===== config.mk =====
export PLATFORM = sky130hd
export DESIGN_NAME = pss_cell
export DESIGN_NICKNAME = d
export VERILOG_FILES = /design/src/hdl/pss_pkg.sv /design/src/hdl/pss_cell.sv
export SDC_FILE = /design/constraint.sdc
export NUM_CORES = 1
export LEC_CHECK = 0
export BUFFER_PORTS_ARGS = -buffer_cell sky130_fd_sc_hd__clkbuf_2
export CAP_MARGIN = 20
export CORE_MARGIN = 2
export CORE_UTILIZATION = 40
export CTS_BUF_LIST = sky130_fd_sc_hd__clkbuf_8 sky130_fd_sc_hd__clkbuf_16
export CTS_CLUSTER_SIZE = 30
export DETAILED_ROUTE_END_ITERATION = 12
export GPL_ROUTABILITY_DRIVEN = 0
export PLACE_DENSITY_LB_ADDON = 0.12
export SLEW_MARGIN = 10
export SYNTH_ARGS = -nofsm -noshare
export SYNTH_HDL_FRONTEND = slang
export SYNTH_SLANG_ARGS = --single-unit

===== constraint.sdc =====
create_clock -name clk -period 1.9 [get_ports clk]
set_input_delay 0.095 -clock clk [delete_from_list [all_inputs] [get_ports clk]]
set_output_delay 0.095 -clock clk [all_outputs]
set_load 0.1 [all_outputs]

===== src/hdl/pss_pkg.sv =====
`timescale 1ns / 1ps
// ----------------------------------------------------------------------------
// pss_pkg: shared definitions for the positional sequence store
// Field widths, operation and status codes, default sizes and the control
// bundle that the top level drives into every storage cell.
// ----------------------------------------------------------------------------
package pss_pkg;

    // Fixed widths of the stream fields
    localparam int OPCODE_W = 2;
    localparam int POS_W    = 9;
    localparam int VALUE_W  = 32;
    localparam int STATUS_W = 2;
    localparam int COUNT_W  = 9;

    // Stream payload widths, padded to whole bytes
    localparam int S_DATA_W = ((POS_W + VALUE_W + 7) / 8) * 8;
    localparam int M_DATA_W = ((VALUE_W + COUNT_W + 7) / 8) * 8;

    // Default sizes
    localparam int CAPACITY_DEF  = 256;
    localparam int WORD_BITS_DEF = 32;

    // Operation codes
    localparam logic [OPCODE_W-1:0] OP_INSERT = 2'd0;
    localparam logic [OPCODE_W-1:0] OP_DELETE = 2'd1;
    localparam logic [OPCODE_W-1:0] OP_READ   = 2'd2;

    // Status codes
    localparam logic [STATUS_W-1:0] ST_OK    = 2'd0;
    localparam logic [STATUS_W-1:0] ST_RANGE = 2'd1;
    localparam logic [STATUS_W-1:0] ST_FULL  = 2'd2;

    // Per-cell control: commit strobes and where the cell sits relative to
    // the target position
    typedef struct packed {
        logic ins;       // commit an insert this cycle
        logic del;       // commit a delete this cycle
        logic at_pos;    // cell index equals the target position
        logic above_pos; // cell index is greater than the target position
    } cell_ctl_t;

endpackage


===== src/hdl/pss_cell.sv =====
`timescale 1ns / 1ps
// ----------------------------------------------------------------------------
// pss_cell: one storage cell of the sequence chain
// Holds one entry; takes the left neighbor on an insert above the target,
// the new value on an insert at it, the right neighbor on a delete at or
// above it, and drives its entry onto the read tree when at the target.
// ----------------------------------------------------------------------------
module pss_cell #(
    parameter int WORD_BITS = pss_pkg::WORD_BITS_DEF
) (
    input  logic                 clk,
    input  pss_pkg::cell_ctl_t   ctl,
    input  logic [WORD_BITS-1:0] value_in,
    input  logic [WORD_BITS-1:0] left_in,
    input  logic [WORD_BITS-1:0] right_in,
    output logic [WORD_BITS-1:0] entry,
    output logic [WORD_BITS-1:0] sel
);
    import pss_pkg::*;

    logic [WORD_BITS-1:0] entry_reg;
    logic [WORD_BITS-1:0] entry_next;

    always_comb
    begin
        entry_next = entry_reg;
        if (ctl.ins && ctl.above_pos)
        begin
            entry_next = left_in;
        end
        else if (ctl.ins && ctl.at_pos)
        begin
            entry_next = value_in;
        end
        else if (ctl.del && (ctl.at_pos || ctl.above_pos))
        begin
            entry_next = right_in;
        end
    end

    always_ff @(posedge clk)
    begin
        entry_reg <= entry_next;
    end

    assign entry = entry_reg;
    assign sel   = ctl.at_pos ? entry_reg : '0;

endmodule


==> Word level (Yosys, flattened, before mapping) <==
Index checks and enable logic that the tools add are counted.
{ "totals": {"inputBits": 101, "word_cells": 10, "out_inout_bits": 64, "memories": 0, "ff_bits": 32, "ram_bits": 0, "latchBits": 0, "rom_bits": 0} }
{ "op_classes": {"shifts": 0, "bitwise": 0, "n_div": 0, "n_addsub": 0, "n_lt_le_gt_ge": 0, "n_reduce_logical": 5, "n_mux": 4, "n_eq_ne": 0, "n_mul": 0} }
{ "ops": {"columns": ["operator", "n"], "rows": [
  ["$mux W32", 4],
  ["$logic_and A1 B1 Y1", 3],
  ["$reduce_bool A3 Y1", 1],
  ["$logic_or A1 B1 Y1", 1]
]} }

==> Depth between registers and ports, before layout <==
{ "depth": {"word_depth": 5, "mapped_depth": 5} }

==> Least setup slack after synthesis <==
OpenSTA, ideal clock, no wires.
{ "synth_timing": {"path_kind": "reg2out", "from": "register entry_reg[0], in the netlist entry[0]", "to": "output port sel[0]", "path_slack_ps": 21, "t_required_ps": 1805, "arrival_time_ps": 1784, "stages_incl_launch_ff": 2, "path_cell_list": "edfxtp_1 > and2_1"} }
{ "synth_via": {"elab_chain_len": 1} }
{ "synth_lines": {"columns": ["element", "line_no", "source"], "rows": [
  ["start, declared", "pss_cell.sv:21", "logic [WORD_BITS-1:0] entry_reg;"],
  ["start signal, assigned", "pss_cell.sv:43", "entry_reg <= entry_next;"],
  ["$mux W32", "pss_cell.sv:47", "assign sel = ctl.at_pos ? entry_reg : '0;"],
  ["end, declared", "pss_cell.sv:17", "output logic [WORD_BITS-1:0] sel"]
]} }
No other way between the ends.

==> Worst setup path after layout <==
{ "layout_timing": {"from": "input port ctl[1] in the netlist's numbering", "to": "output port sel[10]"} }
{ "layout_via": {"elab_chain_len": 1} }
{ "layout_lines": {"columns": ["element", "line_no", "source"], "rows": [
  ["start, declared", "pss_cell.sv:12", "input pss_pkg::cell_ctl_t ctl,"],
  ["$mux W32", "pss_cell.sv:47", null]
]} }
No other way between the ends.

==> flow_summary.yaml <==
sta:
  fin_crit_sh: 0.7701
  fmax_ghz: 0.6834
  rsz0062_at_grt: "false"
  slew_headroom: 0.5659
  setup_ws_ns: 0.4368
  setup_violations: 0
  post-route-min-period_ns: 1.463
  timing.setup.tns_ns: 0
  tightest_slew_ns: 0.6488
  slew_viol_final: 0
  hold_viol: 0
die:
  start_util: 0.4133
  die_area_um2: 5874
  coreArea_um2: 5107
  die_h_um: 76.64
  rows: 26
  die_w_um: 76.64
  io-pin-count: 165
min_path:
  hp-class: "input pin to flop"
grt:
  grt_max_degree: 45
  antenna_found_initial: 0
  grt_pass1_vias: 2256
  grt_pass1_wl_mm: 10.78
  grt_overflow_total: 0
  grt_util_met2: 0.4142
  grtUsageMet3: 0.05806
  gr-usage-met1: 0.2691
  grtUsageTotal: 0.2274
  grt_busiest_layer: "met2"
route:
  wl_per_cell_um: 15.42
  ant_nets: 0
  via_count: 2336
  drc: 0
  viasPerCell: 5.273
  drtIter0Drc: 156
  first_pass_iters: 4
  drt_wl_total_mm: 6.830
clocking:
  cts_buffer_depth: 2
  clock-sinks: 32
  hold_buffers: 0
  cts_tree: "built"
  cts-resized-gates: 0
  clk_pin_slew_worst_paths_ns: 0.07
  htree_levels: 2
  cts_setup_buffers: 0
  clock-root-buffer: "clkbuf_8"
  cts_buffers: 5
finish:
  fin_area_um2: 3513
  num-nets-final: 473
  layout_common_cells: "clkbuf_2 (132), nor3_1 (74)"
  final_common_cell: "clkbuf_2"
  final_util: 0.6879
  syn2layout_area_growth_pct: 66.45
  drive_above_1_share: 0.5362
  largest_reg_flops: 32
  antennaDiodeCount: 0
pwr:
  p_total_mw: 3.503
  cellLeakagePower_nw: 1.515
  p_per_area_nw_per_um2: 997.1
  peakVddDrop_uv: 621.7
synth:
  seq_area_frac_synth: 0.4552
  yosys_warnings: 0
  yosysTopAreaCellShare: 0.4552
  synthCells: 219
  ys_types: 10
  syn_area_per_cell_um2: 9.638
  synth_area_um2: 2111
  synth_area_leaders: "edfxtp_1 (46%), nor3_1 (18%), nor3_2 (10%)"
  synth_top_area_cell: "edfxtp_1"
  syn_nets: 320
  ys_ff_latch: 32
worst_setup_path:
  crit_path_end_kind: "output pin"
  arrival_ns: 1.37
  cp_max_fo: 44
  worstSetupPathType: "input pin to output pin"
  cp-start-kind: "input pin"
  critPathRequiredTime_ns: 1.80
placed_design:
  io_buffer_count: 164
  place_area_um2: 3407
  pre_cts_ws_ns: 0.2677
  dp_hpwl_mm: 5.161
status:
  status: "finished clean"
run:
  drv_cap: 0
[cells by family (layout without fill, tap and decap cells)]
group | count (synthesis) | count (layout) | synth area share
flip-flops | 32 | 32 | 0.4552
buffers and inverters | 24 | 178 | 0.06520
AO/OA/AOI/OAI | 33 | 33 | 0.09899
AND/OR/NAND/NOR | 130 | 130 | 0.3806
[cell usage after synthesis (all sizes together)]
| cell | count |
|---|---|
| buf | 20 |
| o22ai | 32 |
| and2 | 32 |
| nor3 | 96 |
| clkbuf | 4 |
| edfxtp | 32 |
| o22a | 1 |
| nand2 | 2 |
[stage by stage]
step / cells / hold slack (ns)
floorplan: 219 / 0.3548
global placement: 435 / 0.4496
detailed placement: 435 / 0.4613
CTS: 443 / 0.1739
global route: 443 / 0.1832
finish: 443 / 0.1701
[worst max-delay path, stage by stage]
cell      delay, ns
clkbuf_2       0.34
buf_4          0.46
and2_1         0.26
buf_12         0.19
[final timing paths]
| kind | startpoint | to | slack (ns) | cells past startpoint |
|---|---|---|---|---|
| setup / recovery | ctl[1] | sel[10] | 0.44 | 4 |
| hold / removal | left_in[30] | entry[30] | 0.17 | 3 |
[layout make-up]
type	instances	area [um2]
well taps	70	87.58
repair buffers	170	1346
clock buffers	5	68.82
clock inverters	3	37.54
fillers	412	1594
flip-flops and latches	32	960.9
multi-input cells	163	1012
[routing by layer]
layer | wire length, um | vias to the layer above
met5 | 0 | -
met4 | 82 | 0
met3 | 580 | 10
met2 | 3481 | 138
met1 | 2686 | 1050
li1 | - | 1138
[where the power goes]
part | switching, mW | total (mW) | internal [mW]
clock network | 0.251 | 0.633 | 0.382
logic | 1.45 | 1.93 | 0.477
registers | 0.0489 | 0.945 | 0.896
total | 1.75 | 3.50 | 1.75
(Power assumes the default switching activity.)
